[src/design/cmfr_pkg.sv]
// Package for the cell monitor frame receiver: transaction types, frame constants,
// configuration register indexes and the CRC-8 byte update.
// No dependencies.
package cmfr_pkg;

    localparam int CELLS_DEF = 6;

    localparam logic [7:0] START_BYTE = 8'h3E;
    localparam logic [7:0] END_BYTE   = 8'hEE;
    localparam logic [7:0] CRC_POLY   = 8'h8C;
    localparam logic [7:0] UNSET      = 8'hFF;

    localparam int ADC_W  = 16;
    localparam int SCL_W  = 10;
    localparam int PROD_W = ADC_W + SCL_W;

    // cell record: voltage, pwm, peak voltage, low voltage, peak pwm
    localparam int REC_W = 40;

    typedef enum logic [2:0] {
        CFG_TIMEOUT  = 3'd0,
        CFG_GIVE_UP  = 3'd1,
        CFG_BAUD_LO  = 3'd2,
        CFG_BAUD_HI  = 3'd3,
        CFG_BAUD_STP = 3'd4,
        CFG_SCALE    = 3'd5,
        CFG_OFFSET   = 3'd6
    } t_cfg_idx;

    typedef struct packed {
        logic       cmd;
        logic [7:0] rx_byte;
    } t_in_item;

    typedef struct packed {
        logic [2:0]  event_cell;
        logic [7:0]  cell_voltage;
        logic [7:0]  cell_pwm;
        logic        frame_ok;
        logic        cell_gave_up;
        logic        store_max_voltage;
        logic        store_min_voltage;
        logic        store_max_pwm;
        logic [7:0]  status_main;
        logic [1:0]  status_full;
        logic [15:0] baud_reload;
        logic [2:0]  active_cell;
    } t_out_item;

    function automatic logic [7:0] crc_byte(input logic [7:0] crc, input logic [7:0] data);
        logic [7:0] c;
        c = crc ^ data;
        for (int k = 0; k < 8; k++) begin
            c = c[0] ? ((c >> 1) ^ CRC_POLY) : (c >> 1);
        end
        return c;
    endfunction

endpackage

[src/design/cmfr_ram.sv]
// Generic single-port-write, single-port-read RAM with registered read data.
// No dependencies.
module cmfr_ram #(
    parameter int WIDTH = 8,
    parameter int DEPTH = 8
) (
    input  logic                     i_clk,
    input  logic                     i_we,
    input  logic [$clog2(DEPTH)-1:0] i_waddr,
    input  logic [WIDTH-1:0]         i_wdata,
    input  logic [$clog2(DEPTH)-1:0] i_raddr,
    output logic [WIDTH-1:0]         o_rdata
);
    logic [WIDTH-1:0] r_mem [DEPTH];

    always_ff @(posedge i_clk) begin
        if (i_we) begin
            r_mem[i_waddr] <= i_wdata;
        end
        o_rdata <= r_mem[i_raddr];
    end
endmodule

[src/design/cmfr_div.sv]
// Restoring divider, one quotient bit per cycle, for the voltage ratio.
// Depends on cmfr_pkg.
module cmfr_div (
    input  logic                           i_clk,
    input  logic                           i_rst_n,
    input  logic                           i_start,
    input  logic [cmfr_pkg::PROD_W-1:0]    i_dividend,
    input  logic [cmfr_pkg::ADC_W-1:0]     i_divisor,
    output logic                           o_done,
    output logic [cmfr_pkg::PROD_W-1:0]    o_quotient
);
    import cmfr_pkg::*;

    localparam int CNT_W = $clog2(PROD_W + 1);

    logic [ADC_W:0]    r_rem;
    logic [PROD_W-1:0] r_q;
    logic [ADC_W-1:0]  r_div;
    logic [CNT_W-1:0]  r_cnt;
    logic              r_busy;
    logic              r_done;
    logic [ADC_W:0]    rem_sh;
    logic              fits;

    assign rem_sh = {r_rem[ADC_W-1:0], r_q[PROD_W-1]};
    assign fits   = rem_sh >= {1'b0, r_div};

    always_ff @(posedge i_clk) begin
        if (!i_rst_n) begin
            r_busy <= 1'b0;
            r_done <= 1'b0;
            r_cnt  <= '0;
        end else begin
            r_done <= 1'b0;
            if (i_start) begin
                r_busy <= 1'b1;
                r_cnt  <= '0;
                r_rem  <= '0;
                r_q    <= i_dividend;
                r_div  <= i_divisor;
            end else if (r_busy) begin
                r_rem <= fits ? rem_sh - {1'b0, r_div} : rem_sh;
                r_q   <= {r_q[PROD_W-2:0], fits};
                r_cnt <= r_cnt + 1'b1;
                if (r_cnt == CNT_W'(PROD_W - 1)) begin
                    r_busy <= 1'b0;
                    r_done <= 1'b1;
                end
            end
        end
    end

    assign o_done     = r_done;
    assign o_quotient = r_q;
endmodule

[src/design/cell_monitor_frame_receiver.sv]
// Cell monitor frame receiver: serial bytes and timer ticks in, one result per transaction out.
// A byte or a tick without an event goes from S_EXEC to S_DONE. A frame with a good CRC passes
// the one-bit-per-cycle divider (26 steps, skipped for a zero reference) and the record memory
// read-modify-write; a give-up only the latter. When the poll wraps past the last cell, a summary
// sweep over the record memory follows. The next transaction is taken once the current one has
// its result in the output register. Depends on cmfr_pkg, cmfr_ram and cmfr_div.
module cell_monitor_frame_receiver #(
    parameter int CELLS = cmfr_pkg::CELLS_DEF
) (
    input  logic                 i_clk,
    input  logic                 i_rst_n,
    input  logic                 i_in_valid,
    output logic                 o_in_stall,
    input  cmfr_pkg::t_in_item   i_in_data,
    output logic                 o_out_valid,
    input  logic                 i_out_stall,
    output cmfr_pkg::t_out_item  o_out_data,
    input  logic                 i_cfg_valid,
    output logic                 o_cfg_ready,
    input  logic [2:0]           i_cfg_index,
    input  logic [15:0]          i_cfg_data
);
    import cmfr_pkg::*;

    localparam int CW = $clog2(CELLS);
    localparam int KW = $clog2(CELLS + 1);

    typedef enum logic [2:0] {
        S_IDLE, S_EXEC, S_MUL, S_DIVS, S_DIV, S_RMW, S_SUM, S_DONE
    } t_state;

    t_state r_state;

    logic [3:0]  r_cfg_tmo;
    logic [7:0]  r_cfg_give;
    logic [15:0] r_cfg_lo, r_cfg_hi;
    logic [7:0]  r_cfg_step;
    logic [9:0]  r_cfg_scale, r_cfg_off;

    t_in_item    r_item;
    t_out_item   r_res;
    t_out_item   r_out;
    logic        r_ovalid;
    logic        r_gave;

    logic [3:0]  r_bcnt;
    logic [7:0]  r_crc, r_rxcrc, r_pwm;
    logic [15:0] r_adc, r_ref;
    logic [CW-1:0] r_cell;
    logic [3:0]  r_tick;
    logic [7:0]  r_tmo;
    logic [15:0] r_sweep;
    logic [7:0]  r_main;
    logic [1:0]  r_full;
    logic [7:0]  r_v;
    logic [PROD_W-1:0] r_prod;
    logic [CELLS-1:0]  r_valid;
    logic        r_rd_valid;
    logic [KW-1:0] r_k, r_cnt_full, r_cnt_ok;

    logic [CW-1:0]     rd_addr;
    logic [REC_W-1:0]  ram_q, rec, wr_data;
    logic              ram_we;
    logic              div_done;
    logic [PROD_W-1:0] div_q;

    logic [3:0]  tick_inc;
    logic        tmo_hit;
    logic [7:0]  tmo_inc;
    logic [16:0] sum17;
    logic [15:0] swp;
    logic [7:0]  o_v, o_p, o_pk, o_lo, o_pp;
    logic        smax, smin, spwm;
    logic [7:0]  pk_n, lo_n, pp_n;
    logic [7:0]  cell_bit, main_n;
    logic        wrap;
    logic [KW-1:0] full_n, ok_n;
    logic [PROD_W-1:0] q_off;
    t_out_item   out_n;

    assign o_cfg_ready = 1'b1;
    assign o_in_stall  = (r_state != S_IDLE);
    assign o_out_valid = r_ovalid;
    assign o_out_data  = r_out;

    assign rd_addr = (r_state == S_SUM) ? ((r_k < KW'(CELLS)) ? r_k[CW-1:0] : '0) : r_cell;
    assign ram_we  = (r_state == S_RMW);

    cmfr_ram #(.WIDTH(REC_W), .DEPTH(CELLS)) u_rec (
        .i_clk   (i_clk),
        .i_we    (ram_we),
        .i_waddr (r_cell),
        .i_wdata (wr_data),
        .i_raddr (rd_addr),
        .o_rdata (ram_q)
    );

    cmfr_div u_div (
        .i_clk      (i_clk),
        .i_rst_n    (i_rst_n),
        .i_start    (r_state == S_DIVS),
        .i_dividend (r_prod),
        .i_divisor  (r_ref),
        .o_done     (div_done),
        .o_quotient (div_q)
    );

    always_comb begin
        rec = r_rd_valid ? ram_q : '1;
        {o_v, o_p, o_pk, o_lo, o_pp} = rec;
        tick_inc = (r_tick < 4'd15) ? r_tick + 4'd1 : r_tick;
        tmo_hit  = tick_inc >= r_cfg_tmo;
        tmo_inc  = (r_tmo == 8'd255) ? r_tmo : r_tmo + 8'd1;
        sum17    = {1'b0, r_sweep} + {9'd0, r_cfg_step};
        swp      = (sum17 >= {1'b0, r_cfg_hi} || sum17 <= {1'b0, r_cfg_lo})
                   ? r_cfg_lo : sum17[15:0];
        smax = (r_v > o_pk) || (o_pk == UNSET);
        smin = (r_v < o_lo) || (o_lo == UNSET);
        spwm = (r_pwm > o_pp) || (o_pp == UNSET);
        pk_n = smax ? r_v : o_pk;
        lo_n = smin ? r_v : o_lo;
        pp_n = spwm ? r_pwm : o_pp;
        wr_data = r_gave ? {UNSET, UNSET, o_pk, o_lo, o_pp}
                         : {r_v, r_pwm, pk_n, lo_n, pp_n};
        cell_bit = 8'd1 << r_cell;
        wrap     = (r_cell == CW'(CELLS - 1));
        main_n   = r_gave ? (r_main & ~cell_bit) : (r_main | cell_bit);
        if (wrap) begin
            main_n[7] = 1'b1;
        end
        full_n = r_cnt_full;
        ok_n   = r_cnt_ok;
        if (r_k != '0) begin
            if (o_p != 8'd0 && o_p != UNSET) begin
                full_n = r_cnt_full + 1'b1;
            end
            if (o_v != UNSET) begin
                ok_n = r_cnt_ok + 1'b1;
            end
        end
        q_off = div_q - PROD_W'(r_cfg_off);
        out_n             = r_res;
        out_n.status_main = r_main;
        out_n.status_full = r_full;
        out_n.baud_reload = r_sweep;
        out_n.active_cell = 3'(r_cell);
    end

    always_ff @(posedge i_clk) begin
        if (!i_rst_n) begin
            r_state    <= S_IDLE;
            r_cfg_tmo  <= 4'd2;
            r_cfg_give <= 8'd35;
            r_cfg_lo   <= 16'd64935;
            r_cfg_hi   <= 16'd65100;
            r_cfg_step <= 8'd5;
            r_cfg_scale <= 10'd420;
            r_cfg_off  <= 10'd200;
            r_ovalid   <= 1'b0;
            r_gave     <= 1'b0;
            r_bcnt     <= '0;
            r_cell     <= '0;
            r_tick     <= '0;
            r_tmo      <= '0;
            r_sweep    <= 16'd64955;
            r_main     <= '0;
            r_full     <= '0;
            r_valid    <= '0;
            r_rd_valid <= 1'b0;
            r_k        <= '0;
            r_cnt_full <= '0;
            r_cnt_ok   <= '0;
        end else begin
            r_rd_valid <= r_valid[rd_addr];
            if (i_cfg_valid) begin
                case (t_cfg_idx'(i_cfg_index))
                    CFG_TIMEOUT:  r_cfg_tmo   <= i_cfg_data[3:0];
                    CFG_GIVE_UP:  r_cfg_give  <= i_cfg_data[7:0];
                    CFG_BAUD_LO:  r_cfg_lo    <= i_cfg_data;
                    CFG_BAUD_HI:  r_cfg_hi    <= i_cfg_data;
                    CFG_BAUD_STP: r_cfg_step  <= i_cfg_data[7:0];
                    CFG_SCALE:    r_cfg_scale <= i_cfg_data[9:0];
                    CFG_OFFSET:   r_cfg_off   <= i_cfg_data[9:0];
                    default: ;
                endcase
            end
            if (r_state == S_DONE && (!r_ovalid || !i_out_stall)) begin
                r_ovalid <= 1'b1;
            end else if (r_ovalid && !i_out_stall) begin
                r_ovalid <= 1'b0;
            end
            unique case (r_state)
                S_IDLE: begin
                    if (i_in_valid) begin
                        r_item  <= i_in_data;
                        r_gave  <= 1'b0;
                        r_res   <= '0;
                        r_state <= S_EXEC;
                    end
                end
                S_EXEC: begin
                    if (!r_item.cmd) begin
                        if (r_item.rx_byte == START_BYTE) begin
                            r_bcnt  <= 4'd1;
                            r_crc   <= crc_byte(8'd0, START_BYTE);
                            r_state <= S_DONE;
                        end else if (r_bcnt != '0) begin
                            if (r_bcnt >= 4'd7) begin
                                r_bcnt <= '0;
                                if (r_item.rx_byte == END_BYTE && r_crc == r_rxcrc) begin
                                    r_state <= S_MUL;
                                end else begin
                                    r_state <= S_DONE;
                                end
                            end else begin
                                unique case (r_bcnt)
                                    4'd1: r_adc[15:8] <= r_item.rx_byte;
                                    4'd2: r_adc[7:0]  <= r_item.rx_byte;
                                    4'd3: r_ref[15:8] <= r_item.rx_byte;
                                    4'd4: r_ref[7:0]  <= r_item.rx_byte;
                                    4'd5: r_pwm       <= r_item.rx_byte;
                                    default: r_rxcrc  <= r_item.rx_byte;
                                endcase
                                if (r_bcnt <= 4'd5) begin
                                    r_crc <= crc_byte(r_crc, r_item.rx_byte);
                                end
                                r_bcnt  <= r_bcnt + 4'd1;
                                r_state <= S_DONE;
                            end
                        end else begin
                            r_state <= S_DONE;
                        end
                    end else begin
                        r_tick <= tmo_hit ? 4'd0 : tick_inc;
                        if (tmo_hit) begin
                            r_tmo   <= tmo_inc;
                            r_sweep <= swp;
                        end
                        if (tmo_hit && tmo_inc >= r_cfg_give) begin
                            r_gave  <= 1'b1;
                            r_state <= S_RMW;
                        end else begin
                            r_state <= S_DONE;
                        end
                    end
                end
                S_MUL: begin
                    r_prod <= PROD_W'(r_adc) * PROD_W'(r_cfg_scale);
                    if (r_ref == '0) begin
                        r_v     <= UNSET;
                        r_state <= S_RMW;
                    end else begin
                        r_state <= S_DIVS;
                    end
                end
                S_DIVS: r_state <= S_DIV;
                S_DIV: begin
                    if (div_done) begin
                        if (div_q <= PROD_W'(r_cfg_off)) begin
                            r_v <= 8'd0;
                        end else if (q_off > PROD_W'(255)) begin
                            r_v <= UNSET;
                        end else begin
                            r_v <= q_off[7:0];
                        end
                        r_state <= S_RMW;
                    end
                end
                S_RMW: begin
                    r_valid[r_cell]      <= 1'b1;
                    r_res.event_cell     <= 3'(r_cell);
                    r_res.frame_ok       <= !r_gave;
                    r_res.cell_gave_up   <= r_gave;
                    r_res.cell_voltage   <= r_gave ? UNSET : r_v;
                    r_res.cell_pwm       <= r_gave ? UNSET : r_pwm;
                    r_res.store_max_voltage <= !r_gave && smax;
                    r_res.store_min_voltage <= !r_gave && smin;
                    r_res.store_max_pwm  <= !r_gave && spwm;
                    r_main <= main_n;
                    r_tick <= '0;
                    r_tmo  <= '0;
                    r_bcnt <= '0;
                    if (wrap) begin
                        r_cell     <= '0;
                        r_k        <= '0;
                        r_cnt_full <= '0;
                        r_cnt_ok   <= '0;
                        r_state    <= S_SUM;
                    end else begin
                        r_cell  <= r_cell + 1'b1;
                        r_state <= S_DONE;
                    end
                end
                S_SUM: begin
                    r_cnt_full <= full_n;
                    r_cnt_ok   <= ok_n;
                    r_k        <= r_k + 1'b1;
                    if (r_k == KW'(CELLS)) begin
                        r_full    <= {full_n != '0, full_n == KW'(CELLS)};
                        r_main[6] <= (ok_n == KW'(CELLS));
                        r_state   <= S_DONE;
                    end
                end
                S_DONE: begin
                    if (!r_ovalid || !i_out_stall) begin
                        r_out   <= out_n;
                        r_state <= S_IDLE;
                    end
                end
                default: r_state <= S_IDLE;
            endcase
        end
    end
endmodule

[config.mk]
export PLATFORM = sky130hd
export DESIGN_NAME = cell_monitor_frame_receiver
export DESIGN_NICKNAME = d
export VERILOG_FILES = /design/src/design/cmfr_pkg.sv /design/src/design/cmfr_ram.sv /design/src/design/cmfr_div.sv /design/src/design/cell_monitor_frame_receiver.sv
export SDC_FILE = /design/constraint.sdc
export NUM_CORES = 1
export LEC_CHECK = 0
export BUFFER_PORTS_ARGS = -buffer_cell sky130_fd_sc_hd__buf_4
export CAP_MARGIN = 25
export CORE_MARGIN = 3
export CORE_UTILIZATION = 57
export DETAILED_ROUTE_END_ITERATION = 10
export PLACE_DENSITY = 0.77
export SLEW_MARGIN = 5
export SYNTH_ARGS = -nofsm -noshare
export SYNTH_HDL_FRONTEND = slang
export SYNTH_SLANG_ARGS = --single-unit
[constraint.sdc]
create_clock -name i_clk -period 5.9 [get_ports i_clk]
set_clock_uncertainty 0.1 [all_clocks]
set_input_delay 0.295 -clock i_clk [delete_from_list [all_inputs] [get_ports i_clk]]
set_output_delay 0.295 -clock i_clk [all_outputs]
set_load 0.01 [all_outputs]
### After elaboration in Yosys (flattened, before gate mapping)

Memories as Yosys holds them, arrays and structs flattened. A register that Yosys moved wholly into a read port is not among the register bits.
Cells that the tools add are included.

| word-level totals | value |
|---|---|
| flip-flop bits (word level) | 379 |
| memory bits (writable) | 240 |
| input port bits | 33 |
| output and inout bits | 56 |
| logic and storage cells | 308 |
| memories | 1 |

Memories:

| name | words | width | read ports | clocked after Yosys merged registers in | write ports | RTL line | RTL |
|---|---|---|---|---|---|---|---|
| u_rec.r_mem | 6 | 40 | 1 | 1 | 1 | cmfr_ram.sv:14 | `logic [WIDTH-1:0] r_mem [DEPTH];` |

| operators by class | value |
|---|---|
| add/subtract/negate cells | 11 |
| $mul | 1 |
| magnitude comparators | 17 |
| eq/ne operators | 44 |
| shift-type cells | 1 |
| mux-type cells | 87 |
| bitwise gates (word level) | 19 |
| reduce and logical (&&, ||, !) cells | 67 |

Operators by type and width:

| operator | count |
|---|---|
| $mux 8 | 24 |
| $mux 40 | 2 |
| $mux 3 | 18 |
| $mux 53 | 1 |
| $mux 26 | 2 |
| $mux 16 | 3 |
| $pmux 24 s2 | 1 |
| $reduce_and 7->1 | 6 |
| $eq 8x8->1 const B | 5 |
| $ge 17x16->1 | 2 |
| $eq 3x3->1 const B | 11 |
| $pmux 8 s2 | 2 |
| $mux 4 | 7 |
| $reduce_and 2->1 | 14 |
| $gt 26x8->1 const B | 1 |
| $le 26x10->1 | 1 |
| $mul 16x10->26 | 1 |
| $sub 26x10->26 | 1 |
| $not 2->3 | 8 |
| $pmux 3 s8 | 1 |
| $pmux 3 s2 | 3 |
| $reduce_and 3->1 | 6 |
| $reduce_bool 2->1 | 9 |
| $add 16x8->17 | 1 |
| other kinds (54) | 117 |

### Depth between registers and ports, before layout

Gate-level depths: netlist of run 1.

| depth | value |
|---|---|
| word-level depth | 20 |
| mapped depth | 22 |
| gate-level depth less buffers | 20 |

### By module

From an unflattened synthesis of run 1, not the netlist that was laid out.

| second synthesis, totals | value |
|---|---|
| cells, all modules | 2,955 |
| area, all modules | 34,250.3 sq um |

Modules (own cells, without submodules):

| module | instances | cells an instance | area each (sq um) | seq. area each (sq um) |
|---|---|---|---|---|
| cell_monitor_frame_receiver | 1 | 2,154 | 20,713.6 | 8,047.7 |
| cmfr_ram | 1 | 519 | 10,067.2 | 8,007.7 |
| cmfr_div | 1 | 282 | 3,469.6 | 1,881.8 |

### Worst setup path after synthesis of run 1

No wires, ideal clock.

| path | value |
|---|---|
| path type | register to register |
| start | reg r_cfg_scale[3] |
| end | reg r_prod[22], data pin |
| setup time | 0.258 ns |
| arrival time | 5.665 ns |
| required time | 5.542 ns |
| slack | -0.122 ns |
| stages on the path, launching flop included | 23 |
| path buffers | 2 |
| period minus slack after synthesis | 6.022 ns |
| cells stage by stage | dfxtp_1 clkbuf_1 clkbuf_1 nand2_1 fa_1 inv_1 fa_1 inv_1 fa_1 inv_1 fa_1 inv_1 fa_1 inv_1 ha_1 nor4_1 o21ai_0 and3_1 a311o_1 a2111oi_0 o21bai_1 a21oi_1 xnor2_1 |

| between the ends | value |
|---|---|
| longest elaborated chain between the ends | 1 |

RTL lines:

| what | RTL line | RTL |
|---|---|---|
| start, declared | cell_monitor_frame_receiver.sv:38 | `logic [9:0] r_cfg_scale, r_cfg_off;` |
| start signal, assigned | cell_monitor_frame_receiver.sv:182 | `CFG_SCALE: r_cfg_scale <= i_cfg_data[9:0];` |
| $mul 16x10->26 | cell_monitor_frame_receiver.sv:248 | `r_prod <= PROD_W'(r_adc) * PROD_W'(r_cfg_scale);` |
| end signal, assigned | cell_monitor_frame_receiver.sv:248 |  |
| end, declared | cell_monitor_frame_receiver.sv:56 | `logic [PROD_W-1:0] r_prod;` |

Every way passes these cells.
A chain may end at the register's enable or synchronous reset.

### Final worst setup path of run 1

| path | value |
|---|---|
| start | reg r_adc[8] |
| end | reg r_prod[22], data pin |

| between the ends | value |
|---|---|
| longest elaborated chain between the ends | 1 |

RTL lines:

| what | RTL line | RTL |
|---|---|---|
| start, declared | cell_monitor_frame_receiver.sv:48 | `logic [15:0] r_adc, r_ref;` |
| start signal, assigned | cell_monitor_frame_receiver.sv:217 | `4'd1: r_adc[15:8] <= r_item.rx_byte;` |
| $mul 16x10->26 | cell_monitor_frame_receiver.sv:248 |  |

Every way passes these cells.

==> results.toml, run 1 <==
[placement]
dp_cells = 3902
port_buffers = 87
hpwlAfterDp_um = 55300
placed_area_sq_mm = 0.0356
gp_congestion = 0.939

[clock_network]
clk_latency_ps = 610
cts.sinks = 659
cts_buffers = 69
htree_num_levels = 3
cts_root_buf = "clkbuf_16"
path_clk_slew_ps = 60
cts_tree = "yes"
clock_path_buffers = 3

[pwr]
ir_drop_uv = 373
swShare_pct = 28.2
cellLeakagePower_nw = 15.5
powerDensity_mw_per_mm2 = 315
internal_power_mw = 8.67
power.share.clock_pct = 35.9
power_mw = 12.1
pwr-share-comb_pct = 18.5
seqPwrFrac_pct = 45.6
switching_power_mw = 3.40

[global_routing]
grt_usage_pct = 26.3
antenna_found_initial = 0
grt-busiest-layer = "met2"
grtUsageMet2_pct = 44.7
met1_usage_pct = 34.0
grt_pass1_vias = 24200
grt_pass1_wl_um = 131000
use_met3_pct = 3.62
overflow = 0
grt_max_degree = 83

[logic_synthesis]
netlist_instances = 3106
yosysTopAreaCell = "edfxtp_1"
synth-simple-area-share_pct = 15.5
synth-seq-cells = 659
synthesis.nets = 3430
yosysWarnings = 0
syn_avg_cell_area_sq_um = 10.9
synth-async-reset-ratio_pct = 0
synth_edf_count = 474
ys_types = 81
synthXorXnorAreaFrac_pct = 2.31
synth_top_family_by_area = "simple AND/OR/NAND/NOR gates"
synthFlopType = "edfxtp_1"
synthAdderAreaFrac_pct = 13.3
ys_seq_area_share_pct = 53.1
synth_mux_area_share_pct = 3.02
synth_top_area_share_pct = 42.1
synthTopCellsByArea = "edfxtp_1, dfxtp_1, fa_1"
synth_compound_area_share_pct = 8.86
syn-cell-area_sq_mm = 0.0338

[cells_and_area]
fin_area_sq_mm = 0.0383
final_util_pct = 65.9
antenna_cells = 0
finalNonFillerCells = 4065
final_nets = 3567
synthToLayoutAreaGrowth_pct = 13.3
fillers = 4286
drive_above_1_share_pct = 11.0

[route]
wl_per_cell_um = 20.1
drc = 0
avgViaCountPerCell = 5.89
wl_um = 81900
first_iter_violations = 1960
dr_total_vias = 23900
first_pass_iters = 5
antenna_left = 0

[floorplan]
die_h_um = 250
core_sq_mm = 0.0581
rows = 88
die_x_um = 250
die_area_sq_mm = 0.0623
ioPinCount = 89
initial_core_util_pct = 58.2

[critical_path]
critical_path_arrival_ps = 5990
cp_data_required_time_ps = 6150
cp_max_fo = 5
end_kind = "flop"
start_kind = "flop"
crit_type = "reg -> reg"

[flow_run]
drv_cap = 0

[sta]
maxSlewViolCount = 0
max_slew_margin_pct = 30.3
hold_viol = 0
fmax_mhz = 174
tns_ps = 0
tightestPinTransition_ps = 1030
period_share_pct = 97.3
setup_viol = 0
period_minus_slack_ps = 5740

[outcome]
status = "finished clean"

[worst_hold_path]
hp-class = "in -> reg"
[synthesized netlist by cell type, drive strengths merged, types with 4 or more instances]
cell     instances
a2111oi          4
a211oi          18
a21o            26
a21oi          135
a22oi            6
a2bb2oi          4
a31o             4
a31oi            4
and2            88
and3            44
buf             10
clkbuf         119
dfxtp          185
edfxtp         474
fa             113
ha             178
inv            228
mux2             5
mux2i           94
nand2          550
nand2b          26
nand3           89
nand3b           5
nand4           27
nor2           178
nor2b           20
nor3            46
nor4            14
o2111ai          6
o211ai          73
o21a            25
o21ai          104
o21bai           5
o31a             4
o31ai            7
or2             26
or3              8
or4             14
xnor2           65
xor2            24
[layout by cell type (no fill, tap or decap), types with 93 or more instances in the layout]
master	count
nor2_1	174
dfxtp_1	179
fa_1	112
mux2i_1	93
o21ai_0	99
inv_1	226
edfxtp_1	474
ha_1	174
a21oi_1	130
buf_4	161
nand2_1	544
[metal layers]
metal	vias to the layer above	part of all wire, %
li1	11100	-
met1	11800	41
met2	870	49
met3	169	6.3
met4	0	3.7
met5	-	0
[power groups by stage]
stage	logic (mW)	clock network (mW)	registers (mW)
5_1_grt	2.49	4.60	5.52
4_1_cts	2.20	4.41	5.50
6_report	2.24	4.33	5.50
2_1_floorplan	1.55	0	5.53
3_5_place_dp	2.16	0	5.59
3_3_place_gp	2.08	0	5.58
[cells by family after synthesis]
group,count (synthesis)
AO/OA/AOI/OAI,464
multiplexers,100
adder cells (fa/ha/maj),291
AND/OR/NAND/NOR,1145
buffers and inverters,357
XOR/XNOR,89
other,1
flip-flops,659
[path summary, 6_finish.rpt]
path | start | to | slack [ps] | cells past startpoint
worst min register to register | out_n[48] | o_out_data[48] | 320 | 0
worst max-delay path | r_adc[8] | r_prod[22] | 160 | 19
worst max register to register | r_adc[8] | r_prod[22] | 160 | 19
worst min-delay path | i_cfg_index[0] | r_cfg_step[1] | 80 | 4
[what timing repair did]
item / CTS / global route
hold buffers: 27 / 0
gates resized for setup: 4 / 29
gates cloned: 0 / 0
pin swaps: 0 / 17
setup endpoints to repair: 2 / 7
setup buffers: 1 / 3
endpoints found under the hold margin: 82 / 0
[worst max-delay path, stage by stage, from the launching register on]
cell	delay, ps
edfxtp_1	480
nand2_1	120
fa_1	500
inv_1	60
fa_1	540
fa_1	440
fa_1	540
inv_1	70
fa_1	540
inv_1	50
ha_1	240
nor4_4	330
o21ai_2	110
and3_1	180
a311o_1	370
a2111oi_2	360
buf_4	170
o21bai_1	70
a21oi_1	150
xnor2_1	80
[layout make-up]
cell class	count	area [sq um]	area share, %
inverters	228	857	2.24
well taps	765	957	2.50
multi-input cells	2090	14700	38.4
flip-flops and latches	659	17900	46.8
clock buffers	90	1910	4.98
repair buffers	195	1560	4.07
clock inverters	38	370	0.966
[per-stage QoR]
stage	worst slack, ps	hold slack (ps)
final	162	77.2
after CTS	0.216	31.9
after detailed placement	-148	305
after global routing	-67.6	82.6
after floorplan	-62.2	294
after global placement	109	308
[flip-flops by register name, indices dropped and copies added, names as in the netlist, 9 cells and up, named ones only]
name              count
r_cfg_hi             16
r_ref                16
u_div.r_rem          16
u_rec.o_rdata        40
r_adc                16
r_item                9
r_cfg_lo             16
out_n                24
o_out_data           53
u_div.o_quotient     26
r_sweep              16
r_cfg_scale          10
r_prod               26
r_cfg_off            10
u_rec.r_mem         240
u_div.r_div          16
No activity file was read; power rests on OpenSTA's default activity.
==> run 2: changes to the inputs <==
CELL_PAD_IN_SITES_DETAIL_PLACEMENT = 1   (was unset)
CELL_PAD_IN_SITES_GLOBAL_PLACEMENT = 1   (was unset)
CORE_UTILIZATION = 46   (was 57)
PLACE_DENSITY = unset   (was 0.77)
PLACE_DENSITY_LB_ADDON = 0.1   (was unset)
==> run 2 against run 1 <==
  * Power up 1.9%
  * Critical path type unchanged
  * Cell count grew 4.8%
  * Clock-buffer cell count increased by 11
  * Combinational power is essentially flat
  * Clock power up 5.5%
  * Core utilization down 12 points
  * Sequential share of layout area is 0.44 points lower
  * Critical path depth increased by 2
  * Routed wire length is 8.6% higher
  * Highest routed layer unchanged
==> results.toml, run 2 (synthesis results as in run 1) <==
[outcome]
status = "finished clean"

[clock_network]
clk_latency_ps = 630
cts_root_buf = "clkbuf_16"
cts.sinks = 659
clock_path_buffers = 3
path_clk_slew_ps = 60
cts_tree = "yes"
htree_num_levels = 3
cts_buffers = 73

[critical_path]
crit_type = "reg -> reg"
cp_data_required_time_ps = 6180
path_delay_family = "adder cells"
critPathSlowestCell = "fa_1"
cp.buffers_inverters = 6
r2r_cells = 21
crit_top_cell = "fa_1"
end_kind = "flop"
reg2reg_to = "r_prod[22]"
cp_max_fo = 4
worstPathCellList = "buf_4 -> buf_4 -> nand2_4 -> fa_1 -> fa_1 -> inv_1 -> fa_1 -> fa_1 -> inv_2 -> fa_1 -> inv_1 -> ha_2 -> nor4_2 -> o21ai_1 -> and3_1 -> a311o_1 -> a2111oi_2 -> buf_4 -> o21bai_1 -> a21oi_2 -> xnor2_1"
rrSetupSlack_ps = 170
start_kind = "flop"
rr_startpoint = "r_adc[5]"
critical_path_arrival_ps = 6010
cpPeakStageDelay_ps = 530

[cells_and_area]
largest_register_ff_count = 240
fin_area_sq_mm = 0.0387
synthToLayoutAreaGrowth_pct = 14.4
regArea_sq_mm = 0.0179
multi_input_area_sq_mm = 0.0147
final_nets = 3572
final_cell_mix = "nand2_1, edfxtp_1, inv_1, dfxtp_1, ha_1"
top_register = "u_rec.r_mem"
layout_commonest_cell = "nand2_1"
drive_above_1_share_pct = 10.8
fillers = 7593

[pwr]
power_mw = 12.3
power.share.clock_pct = 37.2
ir_drop_uv = 235
seqPwrFrac_pct = 44.8
powerDensity_mw_per_mm2 = 318
cellLeakagePower_nw = 15.6
swShare_pct = 28.5
internal_power_mw = 8.80
switching_power_mw = 3.50
pwr-share-comb_pct = 18.1

[global_routing]
grt_pass1_vias = 25700
grt_max_degree = 83
grt_pass1_wl_um = 142000
grt_usage_pct = 23.2
overflow = 0
antenna_found_initial = 1

[sta]
tightestPinTransition_ps = 993
setup_viol = 0
period_share_pct = 97.1
max_slew_margin_pct = 33.8
period_minus_slack_ps = 5730
hold_viol = 0
fmax_mhz = 175
maxSlewViolCount = 0

[worst_hold_path]
hp-class = "in -> reg"
hp-start = "i_cfg_index[0]"
worstHoldEndpoint = "r_cfg_step[3]"
hold_path_depth = 4

[floorplan]
initial_core_util_pct = 46.9
core_sq_mm = 0.0721
die_h_um = 277
rows = 98
die_area_sq_mm = 0.0768
ioPinCount = 89
die_x_um = 277

[route]
first_pass_iters = 5
wl_um = 88900
antenna_left = 0
first_iter_violations = 1309
dr_total_vias = 23500
drc = 0
avgViaCountPerCell = 5.51
wl_per_cell_um = 20.9

[placement]
placed_area_sq_mm = 0.0359
port_buffers = 87
gp_congestion = 0.856
hpwlAfterDp_um = 61100

[flow_run]
drv_cap = 0
==> run 2: cell count changes in the layout (fill, tap and decap cells not counted), moves of 3 or more <==
cell	previous run	this run
clkinv_2	17	14
nand2_1	544	547
buf_4	161	166
clkbuf_16	71	74
buf_6	4	1
nand2_2	5	1
clkbuf_1	13	20
==> run 2: final cells by class <==
class / count / share of cell area [%]
clock buffer: 101 / 5.23
sequential: 659 / 46.4
timing repair buffer: 196 / 4.07
multi-input combinational: 2090 / 38.0
inverter: 228 / 2.22
clock inverter: 35 / 1.05
antenna: 2 / 0.0129
tap: 950 / 3.07
==> run 2: tightest hold or removal path, cell delays in order <==
cell and delay [ps]:
buf_4 130, nor3_1 140, nand2_1 100, a21oi_1 50
==> run 2: worst max path at each step <==
stage,startpoint,end,slack [ps],depth (start not counted)
after floorplan,r_cfg_scale[3],r_prod[22],-60,22
after global placement,r_adc[3],r_prod[22],80,20
after detailed placement,r_adc[3],r_prod[25],8,19
after CTS,r_adc[3],r_prod[25],3,19
after global routing,r_adc[5],r_prod[22],-80,21
final,r_adc[5],r_prod[22],170,21
==> run 2: metal layers <==
layer	GRT usage, %	vias to the layer above	share of wire [%]
met5	0	-	0
met4	7.49	0	3.1
met3	3.26	148	3.6
met2	40.8	387	50
met1	29.6	11800	43
li1	-	11100	-
==> run 2: power groups by stage <==
stage / clock network [mW] / logic [mW] / registers (mW)
floorplan: 0 / 1.55 / 5.53
global placement: 0 / 2.12 / 5.59
detailed placement: 0 / 2.21 / 5.60
CTS: 4.69 / 2.24 / 5.51
global route: 4.87 / 2.52 / 5.54
finish: 4.57 / 2.22 / 5.51
==> run 2: stage by stage <==
stage                     TNS, ps  hold WS (ps)  cells  setup slack (ps)  util, %
after detailed placement        0           308   4088              8.03     49.7
after CTS                       0          9.99   4250              2.54     53.5
after floorplan             -62.2           294   3106             -62.2        -
after global placement          0           304   4086              76.0     49.7
final                           0          43.9   4261               170     53.6
after global routing         -182          58.8   4259             -81.7     53.6
==> run 2: what timing repair did <==
| item | 4_1_cts | 5_1_grt |
|---|---|---|
| setup endpoints to repair | 0 | 7 |
| hold buffers | 26 | 0 |
| gates resized for setup | 0 | 19 |
| endpoints found under the hold margin | 82 | 0 |
| buffers inserted | 0 | 8 |
